`src/design/pwrm_pkg.sv`:
```
`timescale 1ns / 1ps
`default_nettype none
// ----------------------------------------------------------------------------
// pwrm_pkg
// shared types, source codes, mode encoding and helpers for the write mux
// ----------------------------------------------------------------------------
package pwrm_pkg;

	localparam int DATA_BITS = 64;
	localparam int ADDR_W    = 64;
	localparam int CNT_W     = 8;
	localparam int SRC_N     = 9;
	localparam int CFG_N     = 4;
	localparam int CFG_IDX_W = $clog2(CFG_N);
	localparam int Q_DEPTH   = 2;
	localparam int Q_PTR_W   = $clog2(Q_DEPTH);
	localparam int Q_CNT_W   = $clog2(Q_DEPTH + 1);

	// source codes
	localparam logic [3:0] SRC_WRDONE   = 4'd0;
	localparam logic [3:0] SRC_HOSTDATA = 4'd1;
	localparam logic [3:0] SRC_RDDEV    = 4'd2;
	localparam logic [3:0] SRC_WRDEV    = 4'd3;
	localparam logic [3:0] SRC_DRAM_A   = 4'd4;
	localparam logic [3:0] SRC_DRAM_B   = 4'd5;
	localparam logic [3:0] SRC_DRAM_C   = 4'd6;
	localparam logic [3:0] SRC_DRAM_D   = 4'd7;
	localparam logic [3:0] SRC_RDDONE   = 4'd8;
	localparam logic [3:0] SRC_NONE     = 4'd9;

	// configuration register indexes
	localparam logic [CFG_IDX_W-1:0] CFG_DRAM_A_OFFSET = 2'd0;
	localparam logic [CFG_IDX_W-1:0] CFG_DRAM_B_OFFSET = 2'd1;
	localparam logic [CFG_IDX_W-1:0] CFG_DRAM_C_OFFSET = 2'd2;
	localparam logic [CFG_IDX_W-1:0] CFG_DRAM_D_OFFSET = 2'd3;

	typedef enum logic [3:0] {
		MODE_IDLE        = 4'd0,
		MODE_HOSTDATA    = 4'd1,
		MODE_RDDONE      = 4'd2,
		MODE_WRDONE      = 4'd3,
		MODE_RDDEV       = 4'd4,
		MODE_WRDEV       = 4'd5,
		MODE_WAIT_RDDONE = 4'd6,
		MODE_DRAM_A      = 4'd7,
		MODE_DRAM_B      = 4'd8,
		MODE_DRAM_C      = 4'd9,
		MODE_DRAM_D      = 4'd10
	} mode_t;

	typedef struct packed {
		logic [SRC_N-1:0]  request_pending;
		logic [SRC_N-1:0]  beat_pending;
		logic [ADDR_W-1:0] head_addr;
		logic [CNT_W-1:0]  head_count;
		logic [63:0]       head_word;
		logic              head_last;
	} in_t;

	typedef struct packed {
		logic [3:0]        request_pop;
		logic [3:0]        beat_pop;
		logic              out_request_valid;
		logic [ADDR_W-1:0] out_addr;
		logic [CNT_W-1:0]  out_count;
		logic              out_beat_valid;
		logic [63:0]       out_word;
		logic              out_last;
	} out_t;

	// classified word handed from front to back
	typedef struct packed {
		logic [3:0]        rpop;
		logic [3:0]        bpop;
		logic              rvalid;
		logic              bvalid;
		logic              dram_add;
		logic [1:0]        dram_sel;
		logic [ADDR_W-1:0] addr;
		logic [CNT_W-1:0]  count;
		logic [63:0]       word;
		logic              last;
	} cls_t;

	function automatic logic [3:0] data_source(mode_t m);
		logic [3:0] s;
		unique case (m)
			MODE_HOSTDATA: s = SRC_HOSTDATA;
			MODE_RDDONE:   s = SRC_RDDONE;
			MODE_WRDONE:   s = SRC_WRDONE;
			MODE_RDDEV:    s = SRC_RDDEV;
			MODE_WRDEV:    s = SRC_WRDEV;
			MODE_DRAM_A:   s = SRC_DRAM_A;
			MODE_DRAM_B:   s = SRC_DRAM_B;
			MODE_DRAM_C:   s = SRC_DRAM_C;
			MODE_DRAM_D:   s = SRC_DRAM_D;
			default:       s = SRC_NONE;
		endcase
		return s;
	endfunction

	function automatic mode_t dram_mode(logic [1:0] k);
		mode_t m;
		unique case (k)
			2'd0:    m = MODE_DRAM_A;
			2'd1:    m = MODE_DRAM_B;
			2'd2:    m = MODE_DRAM_C;
			default: m = MODE_DRAM_D;
		endcase
		return m;
	endfunction

	function automatic logic [63:0] word_mask();
		return {64{1'b1}} >> (64 - DATA_BITS);
	endfunction

endpackage
`default_nettype wire

```
`src/design/pcie_write_request_mux_core.sv`:
```
`timescale 1ns / 1ps
`default_nettype none
// path: a word accepted at the input is written to the queue, then to the output register
// throughput: one word per cycle while out_ready holds, with the grant and mode update
// done in the front stage; the two-entry queue and output register absorb stalls
// reset: arst_n clears transfer mode to idle, round robin pointer to dram a,
// beat counter and all four dram offsets to zero, and empties the queue
// ----------------------------------------------------------------------------
// pcie_write_request_mux_core
// merges nine write sources onto one request channel and one data channel
// ----------------------------------------------------------------------------
module pcie_write_request_mux_core (
	input  wire logic                            clk,
	input  wire logic                            arst_n,
	// configuration: dram address offsets
	input  wire logic                            cfg_we,
	input  wire logic [pwrm_pkg::CFG_IDX_W-1:0]  cfg_index,
	input  wire logic [63:0]                     cfg_data,
	// input word: pending masks and head entries
	input  wire logic                            in_valid,
	output logic                                 in_ready,
	input  wire pwrm_pkg::in_t                   in_data,
	// output word: pops and forwarded request and beat
	output logic                                 out_valid,
	input  wire logic                            out_ready,
	output pwrm_pkg::out_t                       out_data
);

	// front to queue
	logic              push;
	logic              full;
	pwrm_pkg::cls_t    rec;
	// queue to back
	logic              pop;
	logic              head_valid;
	pwrm_pkg::cls_t    head_data;

	// front: arbitration, mode tracking and beat counting, one word a cycle while the queue is not full
	pwrm_front u_front (
		.clk      (clk),
		.arst_n   (arst_n),
		.in_valid (in_valid),
		.in_ready (in_ready),
		.in_data  (in_data),
		.push     (push),
		.full     (full),
		.rec      (rec)
	);

	// decoupling queue so front and back stall independently
	pwrm_queue u_queue (
		.clk        (clk),
		.arst_n     (arst_n),
		.push       (push),
		.push_data  (rec),
		.full       (full),
		.pop        (pop),
		.head_valid (head_valid),
		.head_data  (head_data)
	);

	// back: offset add, word masking and the output register
	pwrm_back u_back (
		.clk        (clk),
		.arst_n     (arst_n),
		.cfg_we     (cfg_we),
		.cfg_index  (cfg_index),
		.cfg_data   (cfg_data),
		.head_valid (head_valid),
		.head_data  (head_data),
		.pop        (pop),
		.out_valid  (out_valid),
		.out_ready  (out_ready),
		.out_data   (out_data)
	);

endmodule
`default_nettype wire

```
`src/design/pwrm_front.sv`:
```
`timescale 1ns / 1ps
`default_nettype none
// ----------------------------------------------------------------------------
// pwrm_front
// grant arbitration, transfer mode tracking and beat counting per accepted word
// ----------------------------------------------------------------------------
module pwrm_front (
	input  wire logic           clk,
	input  wire logic           arst_n,
	input  wire logic           in_valid,
	output logic                in_ready,
	input  wire pwrm_pkg::in_t  in_data,
	output logic                push,
	input  wire logic           full,
	output pwrm_pkg::cls_t      rec
);

	pwrm_pkg::mode_t                  mode_q, grant_mode, mode_d;
	logic [1:0]                       last_dram_q, grant_dram;
	logic [pwrm_pkg::CNT_W-1:0]       beats_left_q, grant_beats, beats_d, beats_dec;
	logic [3:0]                       grant_src, dsrc;
	logic                             grant_dram_hit;
	logic                             beat_ok;
	logic                             counted;
	logic [15:0]                      beat_ext;
	logic                             in_fire;

	assign in_ready = !full;
	assign in_fire  = in_valid && in_ready;
	assign push     = in_valid;

	// request grant
	always_comb begin
		logic [3:0] dreq;
		logic [1:0] k;
		logic       found;
		dreq           = in_data.request_pending[7:4];
		found          = 1'b0;
		k              = last_dram_q;
		grant_mode     = mode_q;
		grant_src      = pwrm_pkg::SRC_NONE;
		grant_beats    = beats_left_q;
		grant_dram     = last_dram_q;
		grant_dram_hit = 1'b0;
		unique case (mode_q)
			pwrm_pkg::MODE_IDLE: begin
				if (in_data.request_pending[0]) begin
					grant_src  = pwrm_pkg::SRC_WRDONE;
					grant_mode = pwrm_pkg::MODE_WRDONE;
				end else if (in_data.request_pending[1]) begin
					grant_src  = pwrm_pkg::SRC_HOSTDATA;
					grant_mode = pwrm_pkg::MODE_HOSTDATA;
				end else if (in_data.request_pending[2]) begin
					grant_src   = pwrm_pkg::SRC_RDDEV;
					grant_mode  = pwrm_pkg::MODE_RDDEV;
					grant_beats = in_data.head_count;
				end else if (in_data.request_pending[3]) begin
					grant_src   = pwrm_pkg::SRC_WRDEV;
					grant_mode  = pwrm_pkg::MODE_WRDEV;
					grant_beats = in_data.head_count;
				end else begin
					// round robin starting after the last dram served
					for (int i = 1; i <= 4; i++) begin
						k = last_dram_q + 2'(i);
						if (!found && dreq[k]) begin
							found          = 1'b1;
							grant_src      = {2'b01, k};
							grant_mode     = pwrm_pkg::dram_mode(k);
							grant_dram     = k;
							grant_beats    = in_data.head_count;
							grant_dram_hit = 1'b1;
						end
					end
				end
			end
			pwrm_pkg::MODE_WAIT_RDDONE: begin
				if (in_data.request_pending[8]) begin
					grant_src  = pwrm_pkg::SRC_RDDONE;
					grant_mode = pwrm_pkg::MODE_RDDONE;
				end
			end
			default: ;
		endcase
	end

	assign dsrc      = pwrm_pkg::data_source(grant_mode);
	assign beat_ext  = {7'b0, in_data.beat_pending};
	assign beat_ok   = beat_ext[dsrc];
	assign counted   = grant_mode > pwrm_pkg::MODE_WRDONE;
	assign beats_dec = grant_beats - 1'b1;

	// next state
	always_comb begin
		mode_d  = grant_mode;
		beats_d = grant_beats;
		if (beat_ok) begin
			if (!counted) begin
				if (in_data.head_last) begin
					mode_d = (grant_mode == pwrm_pkg::MODE_HOSTDATA) ?
						pwrm_pkg::MODE_WAIT_RDDONE : pwrm_pkg::MODE_IDLE;
				end
			end else begin
				beats_d = beats_dec;
				if (beats_dec == '0) begin
					mode_d = pwrm_pkg::MODE_IDLE;
				end
			end
		end
	end

	// classified word
	always_comb begin
		rec          = '0;
		rec.rpop     = grant_src;
		rec.bpop     = pwrm_pkg::SRC_NONE;
		rec.dram_sel = grant_dram;
		if (grant_src != pwrm_pkg::SRC_NONE) begin
			rec.rvalid   = 1'b1;
			rec.addr     = in_data.head_addr;
			rec.count    = in_data.head_count;
			rec.dram_add = grant_dram_hit;
		end
		if (beat_ok) begin
			rec.bpop   = dsrc;
			rec.bvalid = 1'b1;
			rec.word   = in_data.head_word;
			rec.last   = in_data.head_last || (counted && beats_dec == '0);
		end
	end

	always_ff @(posedge clk or negedge arst_n) begin
		if (!arst_n) begin
			mode_q       <= pwrm_pkg::MODE_IDLE;
			last_dram_q  <= 2'd0;
			beats_left_q <= '0;
		end else if (in_fire) begin
			mode_q       <= mode_d;
			last_dram_q  <= grant_dram;
			beats_left_q <= beats_d;
		end
	end

	// requests are only granted from idle or while waiting for read-done
	assert property (@(posedge clk) disable iff (!arst_n)
		in_fire && rec.rvalid |->
			mode_q == pwrm_pkg::MODE_IDLE || mode_q == pwrm_pkg::MODE_WAIT_RDDONE)
		else $error("request granted mid transfer");

	// after host data only read-done may be granted
	assert property (@(posedge clk) disable iff (!arst_n)
		in_fire && mode_q == pwrm_pkg::MODE_WAIT_RDDONE |->
			rec.rpop == pwrm_pkg::SRC_NONE || rec.rpop == pwrm_pkg::SRC_RDDONE)
		else $error("wrong grant after host data");

	// counted transfer ending forces last and returns to idle
	assert property (@(posedge clk) disable iff (!arst_n)
		in_fire && rec.bvalid && counted && grant_beats == 8'd1 |=>
			mode_q == pwrm_pkg::MODE_IDLE)
		else $error("counted transfer did not close");

	// a dram grant moves the round robin pointer
	assert property (@(posedge clk) disable iff (!arst_n)
		in_fire && rec.dram_add |=> last_dram_q == $past(rec.rpop[1:0]))
		else $error("round robin pointer not updated");

endmodule
`default_nettype wire

```
`src/design/pwrm_queue.sv`:
```
`timescale 1ns / 1ps
`default_nettype none
// ----------------------------------------------------------------------------
// pwrm_queue
// short fifo between classification and output
// ----------------------------------------------------------------------------
module pwrm_queue (
	input  wire logic            clk,
	input  wire logic            arst_n,
	input  wire logic            push,
	input  wire pwrm_pkg::cls_t  push_data,
	output logic                 full,
	input  wire logic            pop,
	output logic                 head_valid,
	output pwrm_pkg::cls_t       head_data
);

	pwrm_pkg::cls_t                 mem_q [pwrm_pkg::Q_DEPTH];
	logic [pwrm_pkg::Q_PTR_W-1:0]   wr_ptr_q, rd_ptr_q;
	logic [pwrm_pkg::Q_CNT_W-1:0]   cnt_q;
	logic                           do_push, do_pop;

	function automatic logic [pwrm_pkg::Q_CNT_W-1:0] Q_CNT_W_ONE(logic b);
		return {{(pwrm_pkg::Q_CNT_W-1){1'b0}}, b};
	endfunction

	assign full       = cnt_q == pwrm_pkg::Q_CNT_W'(pwrm_pkg::Q_DEPTH);
	assign head_valid = cnt_q != '0;
	assign head_data  = mem_q[rd_ptr_q];
	assign do_push    = push && !full;
	assign do_pop     = pop && head_valid;

	always_ff @(posedge clk) begin
		if (do_push) begin
			mem_q[wr_ptr_q] <= push_data;
		end
	end

	always_ff @(posedge clk or negedge arst_n) begin
		if (!arst_n) begin
			wr_ptr_q <= '0;
			rd_ptr_q <= '0;
			cnt_q    <= '0;
		end else begin
			if (do_push) begin
				wr_ptr_q <= wr_ptr_q + 1'b1;
			end
			if (do_pop) begin
				rd_ptr_q <= rd_ptr_q + 1'b1;
			end
			cnt_q <= cnt_q + Q_CNT_W_ONE(do_push) - Q_CNT_W_ONE(do_pop);
		end
	end

endmodule
`default_nettype wire

```
`src/design/pwrm_back.sv`:
```
`timescale 1ns / 1ps
`default_nettype none
// ----------------------------------------------------------------------------
// pwrm_back
// offset registers, dram offset add and the registered output stage
// ----------------------------------------------------------------------------
module pwrm_back (
	input  wire logic                              clk,
	input  wire logic                              arst_n,
	input  wire logic                              cfg_we,
	input  wire logic [pwrm_pkg::CFG_IDX_W-1:0]    cfg_index,
	input  wire logic [63:0]                       cfg_data,
	input  wire logic                              head_valid,
	input  wire pwrm_pkg::cls_t                    head_data,
	output logic                                   pop,
	output logic                                   out_valid,
	input  wire logic                              out_ready,
	output pwrm_pkg::out_t                         out_data
);

	logic [63:0]          offset_q [pwrm_pkg::CFG_N];
	logic [63:0]          sel_offset;
	logic                 out_valid_q;
	pwrm_pkg::out_t       out_data_q, out_d;

	assign pop       = head_valid && (!out_valid_q || out_ready);
	assign out_valid = out_valid_q;
	assign out_data  = out_data_q;

	assign sel_offset = head_data.dram_add ? offset_q[head_data.dram_sel] : 64'd0;

	always_comb begin
		out_d                   = '0;
		out_d.request_pop       = head_data.rpop;
		out_d.beat_pop          = head_data.bpop;
		out_d.out_request_valid = head_data.rvalid;
		out_d.out_addr          = head_data.addr + sel_offset;
		out_d.out_count         = head_data.count;
		out_d.out_beat_valid    = head_data.bvalid;
		out_d.out_word          = head_data.word & pwrm_pkg::word_mask();
		out_d.out_last          = head_data.last;
	end

	always_ff @(posedge clk or negedge arst_n) begin
		if (!arst_n) begin
			for (int i = 0; i < pwrm_pkg::CFG_N; i++) begin
				offset_q[i] <= 64'd0;
			end
		end else if (cfg_we) begin
			offset_q[cfg_index] <= cfg_data;
		end
	end

	always_ff @(posedge clk or negedge arst_n) begin
		if (!arst_n) begin
			out_valid_q <= 1'b0;
		end else if (pop) begin
			out_valid_q <= 1'b1;
		end else if (out_ready) begin
			out_valid_q <= 1'b0;
		end
	end

	always_ff @(posedge clk) begin
		if (pop) begin
			out_data_q <= out_d;
		end
	end

endmodule
`default_nettype wire
```
`config.mk`:
```
export PLATFORM = sky130hd
export DESIGN_NAME = pcie_write_request_mux_core
export DESIGN_NICKNAME = d
export VERILOG_FILES = /design/src/design/pwrm_pkg.sv /design/src/design/pcie_write_request_mux_core.sv /design/src/design/pwrm_front.sv /design/src/design/pwrm_queue.sv /design/src/design/pwrm_back.sv
export SDC_FILE = /design/constraint.sdc
export NUM_CORES = 1
export LEC_CHECK = 0
export BUFFER_PORTS_ARGS = -buffer_cell sky130_fd_sc_hd__buf_2
export CAP_MARGIN = 20
export CORE_MARGIN = 3
export CORE_UTILIZATION = 64
export CTS_CLUSTER_SIZE = 14
export DETAILED_ROUTE_END_ITERATION = 10
export PLACE_DENSITY_LB_ADDON = 0.3
export SKIP_CTS_REPAIR_TIMING = 1
export SKIP_LAST_GASP = 1
export SLEW_MARGIN = 20
export SYNTH_ARGS = -nofsm -noshare
export SYNTH_HDL_FRONTEND = slang
export SYNTH_SLANG_ARGS = --single-unit
```
`constraint.sdc`:
```
create_clock -name clk -period 26.3 [get_ports clk]
set_input_delay 1.315 -clock clk [delete_from_list [all_inputs] [get_ports clk]]
set_output_delay 1.315 -clock clk [all_outputs]
set_load 0.02 [all_outputs]
```
# Word level (Yosys, flattened, before mapping)
# Memory sizes are Yosys's and may differ from the RTL's.
# Index checks and enable logic that the tools add are counted.
[classes]
add_sub_neg = 9
multipliers = 0
bitwise_logic = 2
shift = 0
n_lt_le_gt_ge = 9
eq_ne = 12
div_mod_pow = 0
n_mux = 102
reduce_logical = 23
[op_table]
columns = ["operator", "n"]
rows = [
  ["$bwmux 256", 1],
  ["$mux 64", 4],
  ["$bmux 64 s2", 1],
  ["$demux 64 s2", 1],
  ["$mux 4", 22],
  ["$mux 8", 11],
  ["$mux 72", 1],
  ["$mux 65", 1],
  ["$add 64x64->64", 1],
  ["$pmux 4 s3", 4],
  ["$mux 1", 39],
  ["$mux 2", 9],
  ["$pmux 4 s2", 2],
  ["$lt 2x3->1 const B", 4],
  ["$eq 2x2->1 const B", 5],
  ["$bmux 1 s2", 4],
  ["$eq 2x1->1 const B", 4],
  ["$logic_and 1x1->1", 8],
  ["$logic_not 2->1", 4],
  ["$logic_not 8->1", 1],
  ["$sub 8x1->8 const B", 1],
  ["$ge 3x3->1 const B", 2],
  ["$not 2->3", 2],
  ["$logic_not 1->1", 5],
  ["16 further kinds", 20],
]
[word_totals]
mem_bits_ro = 64
latch_bits = 0
out_inout_bits = 149
regBits = 422
word_cells = 178
inputBits = 226
mem_count = 2
ram_bits = 300
[mem_list]
columns = ["memory", "words", "word_bits", "read_ports", "rd_clocked_by_memory_dff", "wr", "line_no", "text"]
rows = [
  ["u_queue.mem_q", 2, 150, 1, 0, 1, "pwrm_queue.sv:18", "pwrm_pkg::cls_t mem_q [pwrm_pkg::Q_DEPTH];"],
  ["(no name shown)", 16, 4, 1, 0, 0, "pwrm_pkg.sv:87", "unique case (m)"],
]

# Longest topological paths before layout
[logic_depth]
ltp_word = 38
depth_mapped = 23
depth_no_buf = 19

# Hierarchy
# A second synthesis with hierarchy kept.
[unflattened]
cells_unflattened = 2323
hier_area_um2 = 34215.3
[modules_own_cells]
columns = ["mod", "cells_per_inst", "seq_area_each_um2", "area_each_um2", "instances"]
rows = [
  ["pwrm_back", 1360, 10845.4, 19327.3, 1],
  ["pwrm_queue", 485, 9108.7, 11389.7, 1],
  ["pwrm_front", 478, 350.3, 3498.4, 1],
]

# Worst setup path before layout
# No wires, ideal clock.
[synth_path]
path_type = "input to register"
start = "in out_ready"
end = "reg u_queue.cnt_q[1] (netlist name)"
slack_ns = 16.147
t_required_ns = 26.220
t_arrival_ns = 10.073
path_buffers = 0
path_stages = 7
setup_time_ns = 0.080
path_cell_list = "inv_1 > a21oi_1 > ha_1 > inv_1 > ha_1 > xnor2_1 > xnor2_1"
[synth_between]
elab_chain_len = 4
[synth_lines]
columns = ["item", "line_no", "text"]
rows = [
  ["start, declared", "pcie_write_request_mux_core.sv:25", "input wire logic out_ready,"],
  ["$logic_or 1x1->1", "pwrm_back.sv:26", "assign pop = head_valid && (!out_valid_q || out_ready);"],
  ["$logic_and 1x1->1", "pwrm_back.sv:26", ""],
  ["via pop", "pcie_write_request_mux_core.sv:34", "logic pop;"],
  ["$logic_and 1x1->1", "pwrm_queue.sv:31", "assign do_pop = pop && head_valid;"],
  ["$sub 2x1->2", "pwrm_queue.sv:51", "cnt_q <= cnt_q + Q_CNT_W_ONE(do_push) - Q_CNT_W_ONE(do_pop);"],
  ["end signal, assigned", "pwrm_queue.sv:51", ""],
  ["end, declared", "pwrm_queue.sv:20", "logic [pwrm_pkg::Q_CNT_W-1:0] cnt_q;"],
]
# The timed path passes the listed nets, and every way through them passes these cells.
# A chain may end at the register's enable or synchronous reset.

==> results.yml <==
outcome:
  status: "complete, no violations"
worst_setup_path:
  critical_path.max_stage_delay_ns: 0.84
  path_cells: "mux2i_4 > buf_4 > buf_4 > mux2i_1 > nand2_1 > nand3_1 > inv_1 > ha_1 > a21o_1 > a21oi_1 > o21ai_0 > a21oi_1 > o32ai_1 > a31o_2 > a41o_1 > a211oi_1 > o21ai_0 > o31ai_1 > mux2i_1 > nand2_1"
  r2r_slack_ns: 19.19
  critPathKind: "register to register"
  critPathTopFamily: "compound AO/OA/AOI/OAI gates"
  crit_path_top_delay_cell: "dfrtp_4"
  reg2reg_depth: 20
  r2r-start: "u_queue.rd_ptr_q$_DFFE_PN0P_"
  critical_path.max_fanout: 40
  start_kind: "register"
  end_kind: "register"
  crit_arrival_ns: 7.46
  required_ns: 26.65
  crit_buf_inv: 3
  r2r-end: "u_back.out_data[137]$_DFFE_PP_"
  crit_start: "u_queue.rd_ptr_q$_DFFE_PN0P_"
cts:
  clk_latency_ns: 0.60
  numCtsBuffers: 74
  cts.htree.levels: 3
  clk_path_buf_depth: 3
  clock_sinks: 722
  cts.clk_slew.worst_paths_ns: 0.06
  cts-root-buf: "clkbuf_16"
  tritoncts: "done"
route:
  first_pass_iters: 5
  drt_iter0_markers: 1896
  ant_nets: 0
  wirelength_mm: 81.0
  vias: 21300
  drc: 0
  viasPerCell: 6.18
  wire_per_inst_um: 23.5
yosys:
  yosysSeqAreaShare: 0.603
  ys.warnings.count: 0
  synth_area_um2: 33700
  synth.avg_cell_area_um2: 14.4
  async_flop_share: 0.381
  synthCells: 2339
  synth_fp_nets: 2645
  synth-seq-cells: 722
  ys.flop_type: "edfxtp_1"
  synth_edf_count: 447
  synthDistinctLibCells: 80
timing:
  fin_skew_ns: 0.0201
  finalMaxSlewViolations: 0
  max_freq_mhz: 141
  finalCritPeriodShare: 0.270
  final.setup.tns_ns: 0
  holdWs_ns: 0.500
  period_minus_slack_ns: 7.11
  tightest_slew_ns: 1.12
  hold_viol_final: 0
  rsz0062_at_grt: "false"
  slew_headroom: 0.256
  finalSetupViolCount: 0
pwr:
  leakagePower_uw: 0.0157
  vdd_drop_max_v: 0.000104
  finalPower_uw: 5250
  power_density_nw_per_um2: 136
die:
  die_area_um2: 55400
  die_h_um: 235
  die_x_um: 235
  core_um2: 51700
  initial_core_util: 0.651
  num_rows: 83
  ioPinCount: 375
cells_and_area:
  drive_gt1_frac: 0.365
  syn_to_final_growth_pct: 14.7
  nFillCells: 3158
  utilization: 0.747
  final_net_count: 3004
global_route:
  antenna_found_initial: 14
  grt_max_degree: 148
  grt_pass1_vias: 22100
  grt_first_pass_wirelength_mm: 125
  grt_overflow: 0
  grt_use_total: 0.289
place:
  globalplace.congestion: 0.923
  dp_hpwl_mm: 53.7
  io_buffer_count: 374
job:
  cap_violations: 0
min_path:
  hold_class: "register to register"
  min_path_cells: 1
  min_to: "u_back.offset_q[177]$_DFFE_PN0P_"
  hp-start: "u_back.offset_q[177]$_DFFE_PN0P_"
kinds of logic after synthesis:
group / share of synthesized area
buf+inv: 0.0177
xor+xnor: 0.0156
fa+ha+maj: 0.0299
simple gates: 0.0840
compound gates: 0.0647
flops: 0.603
mux: 0.185
metal layers:
layer  track usage  up-vias  share of wire
met4        0.0852       18          0.027
met2         0.488      781           0.49
met3        0.0548      164          0.069
met5             0        -         0.0016
met1         0.386    10800           0.41
li1              -     9517              -
synthesized netlist by cell type (12+ instances only):
| master | number | area share |
|---|---|---|
| a21o_1 | 58 | 0.013 |
| a21oi_1 | 86 | 0.013 |
| a31oi_1 | 13 | 0.0024 |
| and2_1 | 130 | 0.024 |
| clkbuf_1 | 97 | 0.011 |
| dfrtp_1 | 275 | 0.20 |
| edfxtp_1 | 447 | 0.40 |
| ha_1 | 79 | 0.029 |
| inv_1 | 38 | 0.0042 |
| mux2_2 | 405 | 0.14 |
| mux2i_1 | 18 | 0.0053 |
| mux4_2 | 67 | 0.045 |
| nand2_1 | 69 | 0.0077 |
| nand2b_1 | 18 | 0.0033 |
| nand3_1 | 28 | 0.0042 |
| nor2_1 | 85 | 0.0095 |
| nor2b_1 | 84 | 0.016 |
| nor3_1 | 21 | 0.0031 |
| o21ai_0 | 57 | 0.0085 |
| o21bai_1 | 12 | 0.0027 |
| xnor2_1 | 39 | 0.010 |
| xor2_1 | 21 | 0.0055 |
sequential cells by signal (all words and copies together) (netlist names):
register and flops:
u_front.beats_left_q 8, u_back.out_data 147, u_queue.rd_ptr_q 1, u_front.last_dram_q 2, u_queue.mem_q 300, u_queue.wr_ptr_q 1
u_back.offset_q 256, u_queue.cnt_q 2, u_back.out_valid 1, u_front.mode_q 4
report_power, final:
part           internal, uW  switching (uW)
clock                   617             427
combinational           896            1370
sequential             1780             163
total                  3300            1960
placed cells by master, fill, tap and decap left out, drive strengths merged, types with 12 or more instances in the layout:
master	count
a21o	58
mux4	67
a31oi	13
xnor2	39
dfrtp	275
nand2b	18
a21oi	87
o21ai	59
mux2	405
edfxtp	447
buf	394
clkinv	23
nand2	69
mux2i	18
xor2	21
nor2	86
o21bai	12
ha	79
nor2b	84
and2	130
nor3	23
inv	43
clkbuf	103
nand3	29
cell type report:
type / instances / area [um2] / area share
Antenna cell: 5 / 12.5 / 0.000324
Multi-Input combinational cell: 1466 / 12900 / 0.333
Clock inverter: 32 / 313 / 0.00809
Tap cell: 680 / 851 / 0.0220
Timing Repair Buffer: 394 / 2060 / 0.0534
Sequential cell: 722 / 20300 / 0.525
Clock buffer: 103 / 2100 / 0.0542
Inverter: 40 / 153 / 0.00395
worst max path at each step:
stage,to,slack [ns],cells past startpoint
finish,u_back.out_data[137]$_DFFE_PP_,19.19,20
global route,u_back.out_data[137]$_DFFE_PP_,18.69,20
CTS,u_back.out_data[137]$_DFFE_PP_,19.17,20
detailed placement,u_back.out_data[137]$_DFFE_PP_,19.18,20
global placement,u_back.out_data[137]$_DFFE_PP_,19.32,20
floorplan,u_queue.cnt_q[1]$_DFF_PN0_,16.15,7
per-stage QoR:
step,worst slack (ns),instance area [um2],instances
CTS,19.17,38600,3436
global route,18.69,38600,3438
global placement,19.32,36200,3301
finish,19.19,38700,3442
floorplan,16.15,33700,2339
detailed placement,19.18,36200,3301
Power figures use the tool's default switching activity.
